**src/design/mos_pkg.sv**
```systemverilog
// ----------------------------------------------------------------------------
// mos_pkg
// Shared constants and types for the median-of-set selector.
// ----------------------------------------------------------------------------
package mos_pkg;

  // default sizing of the sorted chain
  localparam int DEF_MAX_SET    = 64;
  localparam int DEF_VALUE_BITS = 32;

  // fixed port widths
  localparam int SAMPLE_W = 32;
  localparam int SIZE_W   = 7;

  // width of the first level of the readout mux tree
  localparam int GRP_SIZE = 8;

  // sequencer states
  typedef enum logic [1:0] {
    ST_RUN,   // accepting samples into the chain
    ST_GRP,   // first readout level: pick one entry per group
    ST_SEL    // second readout level: pick the group, load output word
  } mos_state_t;

endpackage

```
**src/design/mos_cell.sv**
```systemverilog
// ----------------------------------------------------------------------------
// mos_cell
// One slot of the insertion chain. Holds one sorted value and takes either
// its left neighbor's value or the incoming sample when a sample is inserted.
// ----------------------------------------------------------------------------
module mos_cell
  import mos_pkg::*;
#(
  parameter int IDX        = 0,
  parameter int VALUE_BITS = DEF_VALUE_BITS,
  parameter int CW         = 7
) (
  input  logic                         clk,
  input  logic                         ins_en,     // sample accepted and chain not full
  input  logic signed [VALUE_BITS-1:0] ins_val,    // sample being inserted
  input  logic [CW-1:0]                count,      // values held before insertion
  input  logic signed [VALUE_BITS-1:0] prev_val,   // left neighbor's value
  input  logic                         prev_gt,    // left neighbor moves right
  output logic signed [VALUE_BITS-1:0] val,
  output logic                         gt          // this slot holds a larger value
);

  logic signed [VALUE_BITS-1:0] val_r;
  logic signed [VALUE_BITS-1:0] val_nxt;
  logic                         occ;
  logic                         at_end;
  logic                         wr_en;

  // occupancy from the fill count; equal values stay put
  assign occ    = count > CW'(IDX);
  assign at_end = count == CW'(IDX);
  assign gt     = occ && (val_r > ins_val);

  // shift right where the sample goes before us, or take it at its place
  assign wr_en   = ins_en && (gt || at_end);
  assign val_nxt = prev_gt ? prev_val : ins_val;

  always_ff @(posedge clk) begin
    if (wr_en) begin
      val_r <= val_nxt;
    end
  end

  assign val = val_r;

endmodule

```
**config.mk**
```make
export PLATFORM = sky130hd
export DESIGN_NAME = mos_cell
export DESIGN_NICKNAME = d
export VERILOG_FILES = /design/src/design/mos_pkg.sv /design/src/design/mos_cell.sv
export SDC_FILE = /design/constraint.sdc
export NUM_CORES = 1
export LEC_CHECK = 0
export BUFFER_PORTS_ARGS = -buffer_cell sky130_fd_sc_hd__buf_2
export CORE_ASPECT_RATIO = 1.5
export CORE_MARGIN = 2
export CORE_UTILIZATION = 43
export CTS_BUF_LIST = sky130_fd_sc_hd__clkbuf_8
export DETAILED_ROUTE_END_ITERATION = 8
export PLACE_DENSITY = 0.81
export SETUP_SLACK_MARGIN = 0.2
export SLEW_MARGIN = 20
export SYNTH_ARGS = -nofsm -noshare
export SYNTH_HDL_FRONTEND = slang
export SYNTH_SLANG_ARGS = --single-unit
```
**constraint.sdc**
```tcl
create_clock -name clk -period 5.2 [get_ports clk]
set_input_delay 0.78 -clock clk [delete_from_list [all_inputs] [get_ports clk]]
set_output_delay 0.78 -clock clk [all_outputs]
set_load 0.02 [all_outputs]
```
==> results of run 1 <==
## routing by layer
metal / up-vias / part of all wire
li1: 1022 / -
met1: 899 / 0.40
met2: 73 / 0.54
met3: 2 / 0.058
met4: 0 / 0.0055
met5: - / 0
## where the power goes
group	switching (W)	leakage [nW]	internal [W]	total, W
registers	0.0000153	0.302	0.000327	0.000342
logic	0.000145	1.08	0.0000923	0.000237
clock network	0.0000916	0.0532	0.000140	0.000231
## per-stage QoR
| stage | util | total power (W) | std cells |
|---|---|---|---|
| final | 0.595 | 0.000810 | 399 |
| after global routing | 0.595 | 0.000863 | 399 |
| after CTS | 0.595 | 0.000821 | 399 |
| after detailed placement | 0.573 | 0.000586 | 391 |
| after global placement | 0.573 | 0.000579 | 391 |
| after floorplan | - | 0.000495 | 225 |
## path summary, 6_finish.rpt
| kind | to | slack [ns] | cells after the start |
|---|---|---|---|
| hold reg to reg | val[24]$_DFFE_PP_ | 1.11 | 2 |
| setup / recovery | gt | 1.55 | 10 |
| hold / removal | val[4]$_DFFE_PP_ | 0.78 | 3 |
| setup reg to reg | val[15]$_DFFE_PP_ | 2.19 | 7 |
## tightest hold or removal path: cells and delay by family
kind | cells | cell delay (ns)
and+or+nand+nor | 1 | 0.04
buffers and inverters | 1 | 0.07
AOI/OAI and AO/OA | 1 | 0.06
## layout make-up
class / count / area share
repair buffers: 107 / 0.188
clock inverters: 3 / 0.0131
clock buffers: 5 / 0.0240
well taps: 66 / 0.0288
inverters: 33 / 0.0433
multi-input cells: 153 / 0.367
flip-flops and latches: 32 / 0.336
## kinds of logic (layout without fill, tap and decap cells)
kind of cell,after synthesis,after routing,synth area share
compound gates,58,58,0.155
simple gates,62,62,0.135
fa+ha+maj,32,32,0.187
flops,32,32,0.448
buf+inv,40,148,0.0700
mux,1,1,0.00525
## Yosys cell counts (2+ instances only)
| cell | n | area [um^2] |
|---|---|---|
| a21o_1 | 2 | 15.0 |
| a21oi_1 | 12 | 60.1 |
| a221o_1 | 2 | 20.0 |
| clkbuf_1 | 7 | 26.3 |
| edfxtp_1 | 32 | 961 |
| ha_1 | 32 | 400 |
| inv_1 | 33 | 124 |
| nand2_1 | 38 | 143 |
| nand3_1 | 4 | 20.0 |
| nand4_1 | 7 | 43.8 |
| nor2_1 | 3 | 11.3 |
| nor4_1 | 3 | 18.8 |
| o21ai_0 | 33 | 165 |
| or4_1 | 2 | 15.0 |
==> summary.md, run 1 <==
| Metric | Value |
|---|---|
| Routed len/inst | around 13 um |
| Vias in the first global route | 1948 |
| Reg clk slew, reported paths | ~0.07 ns |
| Setup crit start | ins_val[31] |
| Cell Pwr Density | between 200 and 300 mW/mm^2 |
| PostCTS Resize Cnt | 0 |
| Worst path max stage delay | between 0.4 and 0.5 ns |
| Syn. warnings | 0 |
| Max_slew headroom | 0.382 |
| Via-to-Cell Ratio | around 5.0 |
| RR Startpoint | val[31]$_DFFE_PP_ |
| CTS root buf | clkbuf_8 |
| Most used routing layer | met2 |
| Gate Count Post-Synth | approximately 230 |
| Final ANT Viol Nets | 0 |
| Initial DRC Count | between 90 and 100 |
| CTS tree | built |
| Met3 usage | 0.0444 |
| Critical Path AT | roughly 2.9 ns |
| Max stage delay cell, worst path | or4_1 |
| Post-Syn Area | between 0.002 and 0.0025 mm^2 |
| F_max | about 270 MHz |
| Crit-path max FO | 6 |
| Max Cap Violations | 0 |
| Worst Hold Class | in2reg |
| Register area share after synthesis | 0.448 |
| Clock sink count | 32 |
| Min setup slack post-route | about 1.5 ns |
| Multi-input gate area | around 0.0011 mm^2 |
| Pin count of the biggest net entering global routing | between 60 and 70 |
| Startpoint types | input port |
| Gr usage total | 0.194 |
| Cell variety after synth | 29 |
| Worst skew pair latency | around 0.28 ns |
| Port Buffers | approximately 110 |
| GRT Residual Overflow | 0 |
| RSZ-0062 raised after global routing | false |
| DR DRC count | 0 |
| Crit end category | output pin |
| Vias | 1996 |
| Status | finished, final reports clean |
| FP Rows | 31 |
| IO Count | around 110 |
| Die Ht | approximately 90 um |
| Max reg flops | 32 |
| Synthesized flop and latch total | 32 |
| Pre-Repair DR Iteration Count | 4 |
| Post-Layout Inst Area | ~0.0029 mm^2 |
| Core Region | just under 0.005 mm^2 |
| Routability cong. | between 0.8 and 0.9 |
| Most common cell after layout, fill and taps aside | buf_2 |
| Initial Utilization | 0.446 |
| Met2 usage | 0.348 |
| Most used flip-flop cell after synthesis | edfxtp_1 |
| Antenna Diode Count | 0 |
| Fin crit share | 0.703 |
| Setup_tns | 0 ns |
| Post-CTS setup buffer count | 0 |
| Ys async rst share | 0 |
| Pre-CTS setup slack | around 1.5 ns |
| Hold_buf cts | 0 |
| Setup Skew | about 0.0064 ns |
| Die area | 0.00558 mm^2 |
| Kind of critical path | in2out |
| Leakage | 1.43 nW |
| Post-synth EDFFs | 32 |
| CP top delay family | compound AO/OA/AOI/OAI gates |
| Final setup violation count | 0 |
| CTS H-Tree Depth | 2 |
| Worst hold start | prev_val[4] |
| FILL cells | between 400 and 500 |
| Mapped Nets | 331 |
| Share of cells above drive strength 1 | 0.354 |
| Clk buf depth | 2 |
| Most frequent CP cell | buf_2 |
| Required @ worst endpoint | approximately 4.4 ns |
| Worst-Margin Slew | 0.927 ns |
| Drt total wl | just over 5000 um |
| P&R area growth vs syn | 33.5% |
| Die width | slightly above 60 um |
| Maximum VDD drop | about 160 uV |
| CP Cell Sequence | buf_2, inv_1, ha_1, nand4_2, nor2_1, a221o_1, a211o_1, or4_1, o21ai_1, buf_2 |
| Initial antenna violation count | 0 |
| Post-DP Area | around 0.0028 mm^2 |
| TritonCTS buffer count | 5 |
| Count of final hold-check violations | 0 |
| DP Wirelength | approximately 4200 um |
| First-pass GRT wire length | 8230 um |
| Max Slew Vio Count | 0 |
| Register area | 961 um^2 |
| Commonest cells after routing, fill and taps aside | buf_2 (106), nand2_1 (38), inv_1 (33), o21ai_0 (33) |
| Buffers plus inverters on the worst setup path | 3 |
| Hold Slack | 0.781 ns |
| M1 GR Usage | 0.216 |
| Final Critical Period | ~3.7 ns |
| Average cell area after synthesis | 9.53 um^2 |
| Nets | ~440 |
No activity file was read; power rests on OpenSTA's default activity.
==> run 2, diff against run 1 <==
Settings changed: ABC_AREA from default to 1, PLACE_DENSITY 0.81 to 0.8.
Clock period 5.2 ns to 3.1 ns, I/O delays scaled along.
==> summary.md, run 2 <==
| Metric | Value |
|---|---|
| CTS root buf | clkbuf_8 |
| Port Buffers | around 110 |
| Net Sw Power | about 0.00040 W |
| Crit end category | output pin |
| Setup_tns | 0 ns |
| Register area share after synthesis | 0.436 |
| Syn. warnings | 0 |
| Fin crit share | 0.807 |
| Max Slew Vio Count | 0 |
| Worst skew pair latency | approximately 0.27 ns |
| Startpoint types | register |
| Leading area contributor after synthesis | edfxtp_1 |
| Die area | 0.00573 mm^2 |
| Commonest cells after routing, fill and taps aside | buf_2 (106), nand2_1 (65), inv_1 (38) |
| Critical Path AT | between 2 and 2.5 ns |
| Final Critical Period | about 2.5 ns |
| Synthesized flop and latch total | 32 |
| CTS H-Tree Depth | 2 |
| Pin count of the biggest net entering global routing | 64 |
| Combinational Power Share | 0.310 |
| Crit-path max FO | 4 |
| Worst-Margin Slew | between 0.8 and 0.9 ns |
| Mapped Nets | about 360 |
| Nets | about 470 |
| F_max | approximately 400 MHz |
| Gate Count Post-Synth | approximately 250 |
| Post-synth top cells | nand2_1 (65), inv_1 (38), o21ai_0 (33) |
| Clock sink count | 32 |
| Sequential share of power | 0.460 |
| Post-synth EDFFs | 32 |
| Final core occ | 0.590 |
| Initial DRC Count | 34 |
| Cell Pwr Density | 428 mW/mm^2 |
| Layout Cells excl Fill | approximately 430 |
| Vias | 2008 |
| Setup Skew | 0.00435 ns |
| Max Cap Violations | 0 |
| IO Count | about 110 |
| Maximum VDD drop | about 350 uV |
| Share of total power in the clock network | 0.230 |
| P&R area growth vs syn | 30.8% |
| Post-CTS setup buffer count | 0 |
| Pint | approximately 0.00084 W |
| Synth top area cells | edfxtp_1 (44%), ha_1 (18%), nand2_1 (11%) |
| Worst Hold Class | in2reg |
| First-pass GRT wire length | just over 8000 um |
| Die width | roughly 62 um |
| TritonCTS buffer count | 5 |
| Leakage | approximately 1.5 nW |
| Most frequent cell after synthesis | nand2_1 |
| Status | finished, final reports clean |
| Most common cell after layout, fill and taps aside | buf_2 |
| Required @ worst endpoint | about 2.6 ns |
| Count of final hold-check violations | 0 |
| Max_slew headroom | 0.402 |
| Pre-Repair DR Iteration Count | 4 |
| GRT Residual Overflow | 0 |
| Post-Syn Area | between 0.002 and 0.0025 mm^2 |
| Antenna Diode Count | 0 |
| Inst Count DP | 418 |
| Routed len/inst | between 10 and 15 um |
| Post-Layout Inst Area | 0.00288 mm^2 |
| Share of cells above drive strength 1 | 0.343 |
| Ys async rst share | 0 |
| Max reg flops | 32 |
| Routability cong. | ~0.78 |
| Post-DP Area | 0.00281 mm^2 |
| Most used flip-flop cell after synthesis | edfxtp_1 |
| FILL cells | roughly 480 |
| Vias in the first global route | 1955 |
| DP Wirelength | around 4000 um |
| Core Region | between 0.004 and 0.005 mm^2 |
| Final setup violation count | 0 |
| Final ANT Viol Nets | 0 |
| Die Ht | between 90 and 100 um |
| DR DRC count | 0 |
| Clk buf depth | 2 |
| Share of the synthesized area in the top cell type | 0.436 |
| FP Rows | 31 |
| PostCTS Resize Cnt | 0 |
| Average cell area after synthesis | 8.75 um^2 |
| Drt total wl | a little under 5000 um |
| Hold_buf cts | 0 |
| Kind of critical path | reg2out |
| Initial Utilization | 0.451 |
| Via-to-Cell Ratio | ~4.7 |
| RSZ-0062 raised after global routing | false |
| Gr usage total | 0.180 |
| Hold Slack | 0.465 ns |
| Switch share | 0.321 |
| Initial antenna violation count | 0 |
| CTS tree | built |
| Reg clk slew, reported paths | approximately 0.06 ns |
| Cell variety after synth | 25 |
[run 2: worst max-delay path: stages (launching register included)]
cell and delay, ns:
edfxtp_1 0.39, ha_1 0.35, nand2_1 0.09, nor2_2 0.14, nand2_2 0.08, nor4_4 0.15
nand2_1 0.10, nand3_1 0.09, nand3_2 0.11, nor2_1 0.09, buf_2 0.18
[run 2: per-stage QoR]
step / power, W / setup slack (ns)
CTS: 0.00126 / 0.554
floorplan: 0.000820 / 0.202
finish: 0.00123 / 0.599
global placement: 0.000952 / 0.573
detailed placement: 0.000964 / 0.527
global route: 0.00132 / 0.339
[run 2: logic make-up (layout without fill, tap and decap cells)]
logic type | Yosys count | count (layout) | synth area share
flip-flops | 32 | 32 | 0.436
multiplexers | 1 | 1 | 0.00511
adder cells (fa/ha/maj) | 32 | 32 | 0.182
buffers and inverters | 49 | 156 | 0.0834
AO/OA/AOI/OAI | 53 | 53 | 0.129
AND/OR/NAND/NOR | 85 | 85 | 0.165
[run 2: worst paths after layout]
check / start / endpoint / slack, ns / depth (start not counted)
hold / removal: prev_val[24] / val[24]$_DFFE_PP_ / 0.46 / 3
setup / recovery: val[31]$_DFFE_PP_ / gt / 0.60 / 10
hold reg to reg: val[31]$_DFFE_PP_ / val[17]$_DFFE_PP_ / 1.26 / 5
setup reg to reg: val[31]$_DFFE_PP_ / val[16]$_DFFE_PP_ / 0.74 / 10
[run 2: power groups by stage]
stage / Combinational, W / Clock (W) / Sequential (W)
final: 0.000383 / 0.000284 / 0.000568
after global routing: 0.000437 / 0.000310 / 0.000574
after CTS: 0.000390 / 0.000298 / 0.000568
after detailed placement: 0.000388 / 0 / 0.000576
after global placement: 0.000377 / 0 / 0.000576
after floorplan: 0.000185 / 0 / 0.000634
[run 2: metal layers]
| metal | vias up | part of all wire | track usage |
|---|---|---|---|
| li1 | 1054 | - | - |
| met2 | 61 | 0.54 | 0.344 |
| met4 | 0 | 0.023 | 0.0778 |
| met5 | - | 0 | 0 |
| met3 | 8 | 0.042 | 0.0196 |
| met1 | 885 | 0.39 | 0.196 |
[run 2: area by class of cell]
cell class	instances	area, um^2	area share
clock inverter	2	7.51	0.00260
inverter	42	158	0.0547
timing repair buffer	107	538	0.187
multi-input combinational	171	1070	0.370
tap	66	82.6	0.0286
sequential	32	961	0.333
clock buffer	5	68.8	0.0239
